===== src/skt_pkg.sv =====
`default_nettype none

package skt_pkg;

  // command codes
  localparam logic [1:0] CMD_SEARCH = 2'd0;
  localparam logic [1:0] CMD_INSERT = 2'd1;
  localparam logic [1:0] CMD_DELETE = 2'd2;

  // status codes
  localparam logic [1:0] STAT_OK        = 2'd0;
  localparam logic [1:0] STAT_NOT_FOUND = 2'd1;
  localparam logic [1:0] STAT_FULL      = 2'd2;
  localparam logic [1:0] STAT_RANGE     = 2'd3;

  // sequencer states
  typedef enum logic [3:0] {
    S_IDLE,
    S_SRCH_RD,
    S_SRCH_CMP,
    S_INS_RD,
    S_INS_CMP,
    S_SHUP_RD,
    S_SHUP_WR,
    S_INS_WR,
    S_DEL_RD,
    S_DEL_WR,
    S_DONE
  } state_t;

  // result of one request
  typedef struct packed {
    logic [5:0] position_res;
    logic [1:0] status;
    logic [5:0] entry_count;
  } res_t;

endpackage

`default_nettype wire


===== src/skt_ifs.sv =====
`default_nettype none

// request channel
interface skt_in_if;
  logic        valid;
  logic        ready;
  logic [1:0]  cmd;
  logic [63:0] key;
  logic [7:0]  position;

  modport source (output valid, output cmd, output key, output position, input ready);
  modport sink (input valid, input cmd, input key, input position, output ready);
endinterface

// result channel
interface skt_out_if;
  logic       valid;
  logic       ready;
  logic [5:0] position_res;
  logic [1:0] status;
  logic [5:0] entry_count;

  modport source (output valid, output position_res, output status, output entry_count,
                  input ready);
  modport sink (input valid, input position_res, input status, input entry_count,
                output ready);
endinterface

`default_nettype wire


===== src/skt_ctrl.sv =====
`default_nettype none

module skt_ctrl #(
  parameter int CAPACITY = 63,
  parameter int KW       = 64,
  parameter int AW       = 6,
  parameter int CW       = 6
) (
  input  wire logic          clk,
  input  wire logic          rst_n,
  skt_in_if.sink             in_req,
  skt_out_if.source          out_res,
  output logic               mem_we,
  output logic [AW-1:0]      mem_waddr,
  output logic [KW-1:0]      mem_wdata,
  output logic [AW-1:0]      mem_raddr,
  input  wire logic [KW-1:0] mem_rdata
);

  import skt_pkg::*;

  localparam int RW = (CW > 6) ? CW : 6;
  localparam int PW = (CW > 8) ? CW : 8;

  state_t        state_r, state_nxt;
  logic [CW-1:0] count_r, count_nxt;
  logic          out_valid_r, out_valid_nxt;
  logic [KW-1:0] key_r, key_nxt;
  logic [CW-1:0] p_r, p_nxt;
  logic [CW-1:0] j_r, j_nxt;
  logic [RW-1:0] rpos_r, rpos_nxt;
  logic [1:0]    rstat_r, rstat_nxt;
  res_t          res_r, res_nxt;

  logic          in_fire;
  logic [CW-1:0] p_dec;
  logic [CW-1:0] j_dec;
  logic [RW-1:0] cnt_ext;
  logic          del_bad;

  assign in_fire = in_req.valid && in_req.ready;
  assign p_dec   = p_r - CW'(1);
  assign j_dec   = j_r - CW'(1);
  assign cnt_ext = RW'(count_r);
  assign del_bad = (in_req.position == 8'd0) || (PW'(in_req.position) > PW'(count_r));

  // no request is taken while reset is held
  assign in_req.ready         = rst_n && (state_r == S_IDLE);
  assign out_res.valid        = out_valid_r;
  assign out_res.position_res = res_r.position_res;
  assign out_res.status       = res_r.status;
  assign out_res.entry_count  = res_r.entry_count;

  // control registers
  always_ff @(posedge clk) begin
    if (!rst_n) begin
      state_r     <= S_IDLE;
      count_r     <= '0;
      out_valid_r <= 1'b0;
    end else begin
      state_r     <= state_nxt;
      count_r     <= count_nxt;
      out_valid_r <= out_valid_nxt;
    end
  end

  // working registers
  always_ff @(posedge clk) begin
    key_r   <= key_nxt;
    p_r     <= p_nxt;
    j_r     <= j_nxt;
    rpos_r  <= rpos_nxt;
    rstat_r <= rstat_nxt;
    res_r   <= res_nxt;
  end

  // sequencer
  always_comb begin
    state_nxt     = state_r;
    count_nxt     = count_r;
    out_valid_nxt = out_valid_r;
    key_nxt       = key_r;
    p_nxt         = p_r;
    j_nxt         = j_r;
    rpos_nxt      = rpos_r;
    rstat_nxt     = rstat_r;
    res_nxt       = res_r;
    mem_we        = 1'b0;
    mem_waddr     = p_dec[AW-1:0];
    mem_wdata     = mem_rdata;
    mem_raddr     = p_dec[AW-1:0];

    // result taken downstream
    if (out_valid_r && out_res.ready) begin
      out_valid_nxt = 1'b0;
    end

    case (state_r)
      S_IDLE: begin
        if (in_fire) begin
          key_nxt   = in_req.key[KW-1:0];
          rpos_nxt  = '0;
          rstat_nxt = STAT_OK;
          state_nxt = S_DONE;
          case (in_req.cmd)
            CMD_SEARCH: begin
              if (count_r == '0) begin
                rstat_nxt = STAT_NOT_FOUND;
              end else begin
                p_nxt     = count_r;
                state_nxt = S_SRCH_RD;
              end
            end
            CMD_INSERT: begin
              p_nxt = CW'(1);
              if (count_r == CW'(CAPACITY)) begin
                rstat_nxt = STAT_FULL;
              end else if (count_r == '0) begin
                state_nxt = S_INS_WR;
              end else begin
                state_nxt = S_INS_RD;
              end
            end
            CMD_DELETE: begin
              if (del_bad) begin
                rstat_nxt = STAT_RANGE;
              end else begin
                p_nxt    = CW'(in_req.position);
                j_nxt    = CW'(in_req.position);
                rpos_nxt = RW'(in_req.position);
                if (CW'(in_req.position) == count_r) begin
                  count_nxt = count_r - CW'(1);
                end else begin
                  state_nxt = S_DEL_RD;
                end
              end
            end
            default: begin
              rstat_nxt = STAT_RANGE;
            end
          endcase
        end
      end

      // scan downward for the highest equal key
      S_SRCH_RD: begin
        state_nxt = S_SRCH_CMP;
      end
      S_SRCH_CMP: begin
        if (mem_rdata == key_r) begin
          rpos_nxt  = RW'(p_r);
          state_nxt = S_DONE;
        end else if (p_r == CW'(1)) begin
          rstat_nxt = STAT_NOT_FOUND;
          state_nxt = S_DONE;
        end else begin
          p_nxt     = p_dec;
          state_nxt = S_SRCH_RD;
        end
      end

      // scan upward for the insert place
      S_INS_RD: begin
        state_nxt = S_INS_CMP;
      end
      S_INS_CMP: begin
        if (mem_rdata < key_r) begin
          p_nxt = p_r + CW'(1);
          if (p_r == count_r) begin
            state_nxt = S_INS_WR;
          end else begin
            state_nxt = S_INS_RD;
          end
        end else begin
          j_nxt     = count_r;
          state_nxt = S_SHUP_RD;
        end
      end

      // move entries up one place, top first
      S_SHUP_RD: begin
        mem_raddr = j_dec[AW-1:0];
        state_nxt = S_SHUP_WR;
      end
      S_SHUP_WR: begin
        mem_we    = 1'b1;
        mem_waddr = j_r[AW-1:0];
        if (j_r == p_r) begin
          state_nxt = S_INS_WR;
        end else begin
          j_nxt     = j_dec;
          state_nxt = S_SHUP_RD;
        end
      end
      S_INS_WR: begin
        mem_we    = 1'b1;
        mem_wdata = key_r;
        count_nxt = count_r + CW'(1);
        rpos_nxt  = RW'(p_r);
        state_nxt = S_DONE;
      end

      // move entries down one place, bottom first
      S_DEL_RD: begin
        mem_raddr = j_r[AW-1:0];
        state_nxt = S_DEL_WR;
      end
      S_DEL_WR: begin
        mem_we    = 1'b1;
        mem_waddr = j_dec[AW-1:0];
        j_nxt     = j_r + CW'(1);
        if (j_r + CW'(1) == count_r) begin
          count_nxt = count_r - CW'(1);
          state_nxt = S_DONE;
        end else begin
          state_nxt = S_DEL_RD;
        end
      end

      // hand the result to the output register
      S_DONE: begin
        if (!out_valid_r || out_res.ready) begin
          res_nxt.position_res = rpos_r[5:0];
          res_nxt.status       = rstat_r;
          res_nxt.entry_count  = cnt_ext[5:0];
          out_valid_nxt        = 1'b1;
          state_nxt            = S_IDLE;
        end
      end

      default: begin
        state_nxt = S_IDLE;
      end
    endcase
  end

`ifndef SYNTH
  a_count_bound: assert property (@(posedge clk) disable iff (!rst_n)
    count_r <= CW'(CAPACITY))
    else $error("entry count above capacity");

  a_accept_leaves_idle: assert property (@(posedge clk) disable iff (!rst_n)
    in_fire |=> state_r != S_IDLE)
    else $error("request accepted but sequencer stayed idle");

  a_count_change: assert property (@(posedge clk) disable iff (!rst_n)
    !$stable(count_r) |-> !$past(rst_n) || $past(state_r) == S_INS_WR ||
      $past(state_r) == S_DEL_WR || $past(state_r) == S_IDLE)
    else $error("entry count changed outside insert or delete");

  a_result_from_done: assert property (@(posedge clk) disable iff (!rst_n)
    $rose(out_valid_r) |-> $past(state_r) == S_DONE)
    else $error("result loaded outside done state");

  a_fail_zero_pos: assert property (@(posedge clk) disable iff (!rst_n)
    (out_valid_r && res_r.status != STAT_OK) |-> res_r.position_res == 6'd0)
    else $error("failed request reports a position");
`endif

endmodule

`default_nettype wire


===== src/flat_wrapper.sv =====
// flat-port wrapper written by rule: the top's interface ports become plain ports
module skt_ctrl_flat import skt_pkg::*;
#(
  parameter int CAPACITY = 63,
  parameter int KW       = 64,
  parameter int AW       = 6,
  parameter int CW       = 6
)
  (clk, rst_n, mem_we, mem_waddr, mem_wdata, mem_raddr, mem_rdata, in_req_valid, in_req_cmd, in_req_key, in_req_position, in_req_ready, out_res_valid, out_res_position_res, out_res_status, out_res_entry_count, out_res_ready);
  skt_in_if in_req_i ();
  skt_out_if out_res_i ();
  input  wire logic clk;
  input  wire logic rst_n;
  output logic mem_we;
  output logic [AW-1:0] mem_waddr;
  output logic [KW-1:0] mem_wdata;
  output logic [AW-1:0] mem_raddr;
  input  wire logic [KW-1:0] mem_rdata;
  input wire logic [$bits(in_req_i.valid)-1:0] in_req_valid;
  input wire logic [$bits(in_req_i.cmd)-1:0] in_req_cmd;
  input wire logic [$bits(in_req_i.key)-1:0] in_req_key;
  input wire logic [$bits(in_req_i.position)-1:0] in_req_position;
  output wire logic [$bits(in_req_i.ready)-1:0] in_req_ready;
  output wire logic [$bits(out_res_i.valid)-1:0] out_res_valid;
  output wire logic [$bits(out_res_i.position_res)-1:0] out_res_position_res;
  output wire logic [$bits(out_res_i.status)-1:0] out_res_status;
  output wire logic [$bits(out_res_i.entry_count)-1:0] out_res_entry_count;
  input wire logic [$bits(out_res_i.ready)-1:0] out_res_ready;
  assign in_req_i.valid = in_req_valid;
  assign in_req_i.cmd = in_req_cmd;
  assign in_req_i.key = in_req_key;
  assign in_req_i.position = in_req_position;
  assign in_req_ready = in_req_i.ready;
  assign out_res_valid = out_res_i.valid;
  assign out_res_position_res = out_res_i.position_res;
  assign out_res_status = out_res_i.status;
  assign out_res_entry_count = out_res_i.entry_count;
  assign out_res_i.ready = out_res_ready;
  skt_ctrl #(.CAPACITY(CAPACITY), .KW(KW), .AW(AW), .CW(CW)) u_core (.clk(clk), .rst_n(rst_n), .in_req(in_req_i), .out_res(out_res_i), .mem_we(mem_we), .mem_waddr(mem_waddr), .mem_wdata(mem_wdata), .mem_raddr(mem_raddr), .mem_rdata(mem_rdata));
endmodule

===== config.mk =====
export PLATFORM = sky130hd
export DESIGN_NAME = skt_ctrl_flat
export DESIGN_NICKNAME = d
export VERILOG_FILES = /design/src/skt_pkg.sv /design/src/skt_ifs.sv /design/src/skt_ctrl.sv /design/src/flat_wrapper.sv
export SDC_FILE = /design/constraint.sdc
export NUM_CORES = 1
export LEC_CHECK = 0
export ABC_AREA = 1
export BUFFER_PORTS_ARGS = -buffer_cell sky130_fd_sc_hd__buf_2
export CAP_MARGIN = 20
export CORE_UTILIZATION = 53
export CTS_CLUSTER_SIZE = 16
export DETAILED_ROUTE_END_ITERATION = 7
export GPL_TIMING_DRIVEN = 0
export PLACE_DENSITY = 0.82
export SETUP_SLACK_MARGIN = 0.1
export SYNTH_ARGS = -nofsm -noshare
export SYNTH_HDL_FRONTEND = slang
export SYNTH_SLANG_ARGS = --single-unit
export TNS_END_PERCENT = 50

===== constraint.sdc =====
create_clock -name clk -period 3.67 [get_ports clk]
set_input_delay 0.367 -clock clk [delete_from_list [all_inputs] [get_ports clk]]
set_output_delay 0.367 -clock clk [all_outputs]
set_load 0.05 [all_outputs]

======== Yosys cells after proc, flatten, opt, wreduce, memory -nomap -nowiden ========
Cells that the tools add are included.
storage, ports and cells
  register bits ........................... 109
  bits in latches ......................... 0
  RAM bits ................................ 0
  ROM bits ................................ 0
  word-level logic and storage cells ...... 132
  memories ................................ 0
operators by class
  $add $sub $neg .......................... 6
  multiply operators ...................... 0
  divide/modulo/power cells ............... 0
  $lt $le $gt $ge ......................... 2
  equal/unequal tests ..................... 35
  shift operators ......................... 0
  muxes and demuxes ....................... 54
  bitwise operators ....................... 0
  reduce and logical (&&, ||, !) cells .... 24
operators by type and width
  operator             number
  $mux 6               19
  $pmux 6 s3           4
  $eq 64x64->1         1
  $lt 64x64->1         1
  $mux 64              1
  $pmux 4 s11          1
  $mux 4               7
  $eq 6x6->1           4
  $pmux 6 s2           2
  $pmux 6 s4           1
  $add 6x1->6 const B  3
  $sub 6x1->6 const B  3
  $eq 4x3->1 const B   4
  $mux 2               8
  $ne 2x2->1 const B   7
  $eq 4x4->1 const B   3
  $ne 2x1->1 const B   6
  $pmux 4 s3           1
  $reduce_and 6->1     2
  $mux 3               3
  $reduce_bool 3->1    3
  $eq 4x2->1 const B   2
  $gt 8x6->1           1
  $logic_not 8->1      1
  other kinds (23)     33

======== Depth between registers and ports, before layout ========
  depth in word-level cells ............... 6
  depth in mapped cells ................... 19

======== Worst setup path after synthesis ========
Ideal clock, no wire load.
  path type ............................... reg2out
  start point ............................. register u_core.state_r[2]
  end point ............................... output port mem_wdata[54]
  arrival time ............................ 2.528 ns
  data required time ...................... 3.303 ns
  path slack .............................. 0.775 ns
  cell stages (with the launch flop) ...... 9
  path buffers ............................ 3
  cells stage by stage .................... dfxtp_1 > inv_1 > or2_1 > clkbuf_1 > nor2_1 > inv_1 > buf_2 > clkbuf_1 > o21ai_0
between the ends
  word-level cells in the longest chain between the ends .. 2
RTL lines
  item                      RTL line            source
  start: declaration        skt_ctrl.sv:25      state_t state_r, state_nxt;
  start signal: assignment  skt_ctrl.sv:61      state_r <= state_nxt;
  $eq 4x3->1                skt_ctrl.sv:98      case (state_r)
  $mux 64                   skt_ctrl.sv:98
  end: declaration          flat_wrapper.sv:16  output logic [KW-1:0] mem_wdata;
Every way passes these cells.

======== Worst setup path after layout ========
  start point ............................. register u_core.state_r[2]
  end point ............................... register u_core.count_r[5] (netlist: u_core.cnt_ext[5])
between the ends
  word-level cells in the longest chain between the ends .. 5
  elaborated cells on any way between the ends .. 13
  classes of those cells .................. eq/ne: 7; mux: 1; reduce/logical: 5
RTL lines
  item                               RTL line                        source
  $logic_not 4->1                    skt_ctrl.sv:48, skt_ctrl.sv:98
  $logic_and 1x1->1                  skt_ctrl.sv:48                  assign in_req.ready = rst_n && (state_r == S_IDLE);
  $logic_and 1x1->1                  skt_ctrl.sv:41                  assign in_fire = in_req.valid && in_req.ready;
  $ne 2x1->1 (no source line)        -
  $reduce_and 6->1 (no source line)  -
  end signal: assignment             skt_ctrl.sv:62                  count_r <= count_nxt;
  end: declaration                   skt_ctrl.sv:26                  logic [CW-1:0] count_r, count_nxt;
Several ways; a longest one is shown, not always the timed one.
A chain may end at the register's enable or synchronous reset.

==> results.md <==
- First-pass GRT wire length: 34.7 mm
- Fin. max-slew vios: 0
- Status: complete, no violations
- Metal2 WL: 10.6 mm
- Final standard cell area without fillers: 9370 µm²
- Achievable Freq: 303 MHz
- Routability cong.: 0.971
- Drt first pass iters: 6
- TritonCTS clock tree: yes
- Vias per cell: 5.47
- Synthesized area: 7650 µm²
- Initial antenna violation count: 3
- Mapped Cells: 933
- Clk Latency, worst-skew pair: 0.36 ns
- CP Capture Type: flip-flop
- Maxcap violations: 0
- Total GRT Usage: 30.4%
- # fillers: 1170
- H-Tree Depth: 3
- Most used cell along the critical path: nand2_1
- Number of I/O port buffers: 234
- Die H: 122 µm
- CP peak stage delay: 0.44 ns
- Max-slew headroom: 54.3%
- Worst Path Max Fanout: 14
- Crit path required time: 3.92 ns
- Seq/Total Area, Yosys: 41.3%
- Min Clock Period, post-route: 3.30 ns
- Top Family by Delay on Critical Path: buffers and inverters
- Commonest cells after routing, fill and taps aside: buf_2 (240), nand2_1 (220), inv_1 (124), edfxtp_1 (98), o21ai_0 (89)
- LEAKAGE: 4.55 nW
- Io pins: 235
- Largest net degree at the start of global routing: 37
- Pre-CTS setup slack: 0.281 ns
- RSZ-0062 raised after global routing: true
- Most common cell after layout, fill and taps aside: buf_2
- Mapped Nets: 1159
- Max Root-Sink Buffers: 2
- Slowest cell on the critical path: ha_1
- Clock Sinks: 109
- Placed cells: 1349
- TritonCTS Buffers: 9
- Syn_area_per_cell: 8.20 µm²
- Die ar.: 14900 µm²
- Yosys cell types: 47
- Synthesis-to-layout area growth: 22.4%
- Vias in the first global route: 7068
- DRC: 0
- Post-CTS Hold Buffers: 0
- Layout cell share with drive strength beyond 1: 23.5%
- DP Area: 9080 µm²
- GR Overflow Total: 0
- Remaining antenna violation count: 0
- Row count: 43
- Setup WS post-layout: 0.369 ns
- TNS Setup: 0 ns
- Hpwl dp: 17.9 mm
- Least-Margin Pin Slew: 0.685 ns
- Max rail drop VDD: 0.348 mV
- Nets: 1406
- WHS: 0.178 ns
- Finished Layout Cells: 1368
- Synthesized flop and latch total: 109
- Clock skew: 0.0134 ns
- Worst-path cell chain: inv_1, or2_1, clkbuf_1, nor2_2, inv_1, buf_2, clkbuf_1, ha_1, a21oi_1, nand2_1, nand2_1, nand2_1, a21oi_1, xor2_1, o21ai_1, nand2_1, nor2_1
- Final Hold Viols: 0
- Post-DR wirelength/cell: 16.4 µm
- Wl on met1: 9.19 mm
- Startpoint types: flip-flop
- Final Cycle Share: 90.0%
- Setup CP Type: flip-flop to flip-flop
- Yosys warning total: 0
- Final setup viols: 0
- Clock Root Buffer: clkbuf_16
- Highest metal used: met4
- Starting DRT DRC Count: 785
- Worst-path clk slew: 0.08 ns
- Power Dens Cells: 573 nW/µm²
- WL final: 22.5 mm
- Initial Util: 54.7%
- Met3 Wirelength: 1.90 mm
- Die W: 122 µm
- DR vias: 7484
- Worst Hold Class: input pin to flip-flop
- Core Area: 14000 µm²
- CP Data Arrival Time: 3.56 ns
- WP buf/inv: 5
[cell families after synthesis]
group,count (synthesis),synth area share (%)
buffers and inverters,158,8.03
and+or+nand+nor,366,19.8
DFF,109,41.3
AOI/OAI and AO/OA,193,14.4
adders and majority gates,84,13.8
xor gates and xnor gates,23,2.63
[worst register-to-register path: stages, from the launching register on]
cell	delay [ns]
dfxtp_1	0.35
inv_1	0.07
or2_1	0.20
clkbuf_1	0.17
nor2_2	0.29
inv_1	0.13
buf_2	0.22
clkbuf_1	0.33
ha_1	0.44
a21oi_1	0.14
nand2_1	0.09
nand2_1	0.06
nand2_1	0.05
a21oi_1	0.17
xor2_1	0.28
o21ai_1	0.12
nand2_1	0.08
nor2_1	0.03
[stage by stage]
step           util [%]  power (mW)
6_report           67.0        5.37
5_1_grt            67.0        5.68
4_1_cts            66.9        5.35
3_5_place_dp       64.9        4.42
3_3_place_gp       64.7        4.37
2_1_floorplan         -        3.74
[routing by layer]
metal / GRT usage, % / vias to the layer above
li1: - / 3654
met1: 38.0 / 3428
met2: 51.0 / 345
met3: 5.62 / 57
met4: 13.4 / 0
met5: 0 / -
[registers in the layout (all words and copies together) (netlist names)]
name	count
u_core.key_r	64
u_core.state_r	4
u_core.rpos_r	6
u_core.p_r	6
u_core.out_res.valid	1
u_core.out_res.position_res	6
u_core.j_r	6
u_core.out_res.status	2
u_core.out_res.entry_count	6
u_core.rstat_r	2
u_core.cnt_ext	6
[cell type report]
cell class	instances	area [µm²]	area share [%]
timing repair buffer	236	1200	12.8
antenna	3	7.51	0.0801
sequential	109	3160	33.8
tap	180	225	2.40
inverter	132	498	5.32
clock inverter	4	33.8	0.361
buffer	26	116	1.24
clock buffer	12	236	2.52
multi-input combinational	666	3880	41.5
[synth_stat cells, drive strengths merged]
cell / n / area, µm²
nand3b: 1 / 7.51
and2: 1 / 6.26
clkinv: 4 / 15.0
nand3: 37 / 185
o22ai: 10 / 62.6
nand4: 10 / 62.6
o221ai: 8 / 70.1
a21boi: 1 / 7.51
a221oi: 1 / 8.76
inv: 128 / 483
nor4: 2 / 12.5
a221o: 2 / 20.0
nand2: 223 / 845
fa: 1 / 20.0
o2111ai: 3 / 26.3
ha: 83 / 1040
nor3b: 1 / 7.51
nor3: 6 / 40.0
o21a: 4 / 30.0
a211oi: 2 / 15.0
a21oi: 50 / 254
xnor2: 7 / 61.3
a31oi: 4 / 25.0
xor2: 16 / 140
clkbuf: 18 / 67.6
a22oi: 2 / 15.0
or2: 3 / 18.8
o311ai: 2 / 17.5
buf: 8 / 48.8
dfxtp: 11 / 220
nor2: 82 / 330
edfxtp: 98 / 2940
o21ai: 95 / 483
a21o: 2 / 15.0
o211ai: 7 / 52.6
[worst paths after layout]
kind | startpoint | endpoint | slack (ns) | cells past startpoint
setup reg to reg | u_core.state_r[2] | u_core.cnt_ext[5] | 0.37 | 17
setup / recovery | u_core.state_r[2] | u_core.cnt_ext[5] | 0.37 | 17
hold / removal | in_req_key[21] | u_core.key_r[21] | 0.18 | 1
hold reg to reg | u_core.rpos_r[3] | u_core.out_res.position_res[3] | 0.42 | 0
[where the power goes]
group | internal [mW] | switching (mW)
clock | 0.467 | 0.463
combinational | 0.736 | 1.89
sequential | 1.69 | 0.131
total | 2.89 | 2.48
[what timing repair did]
item | in CTS | in global routing
setup buffers | 0 | 0
endpoints found under the setup margin | 0 | 7
endpoints found under the hold margin | 0 | 0
gates resized for setup | 0 | 2
Note: power is estimated with default switching activity, not from simulation.
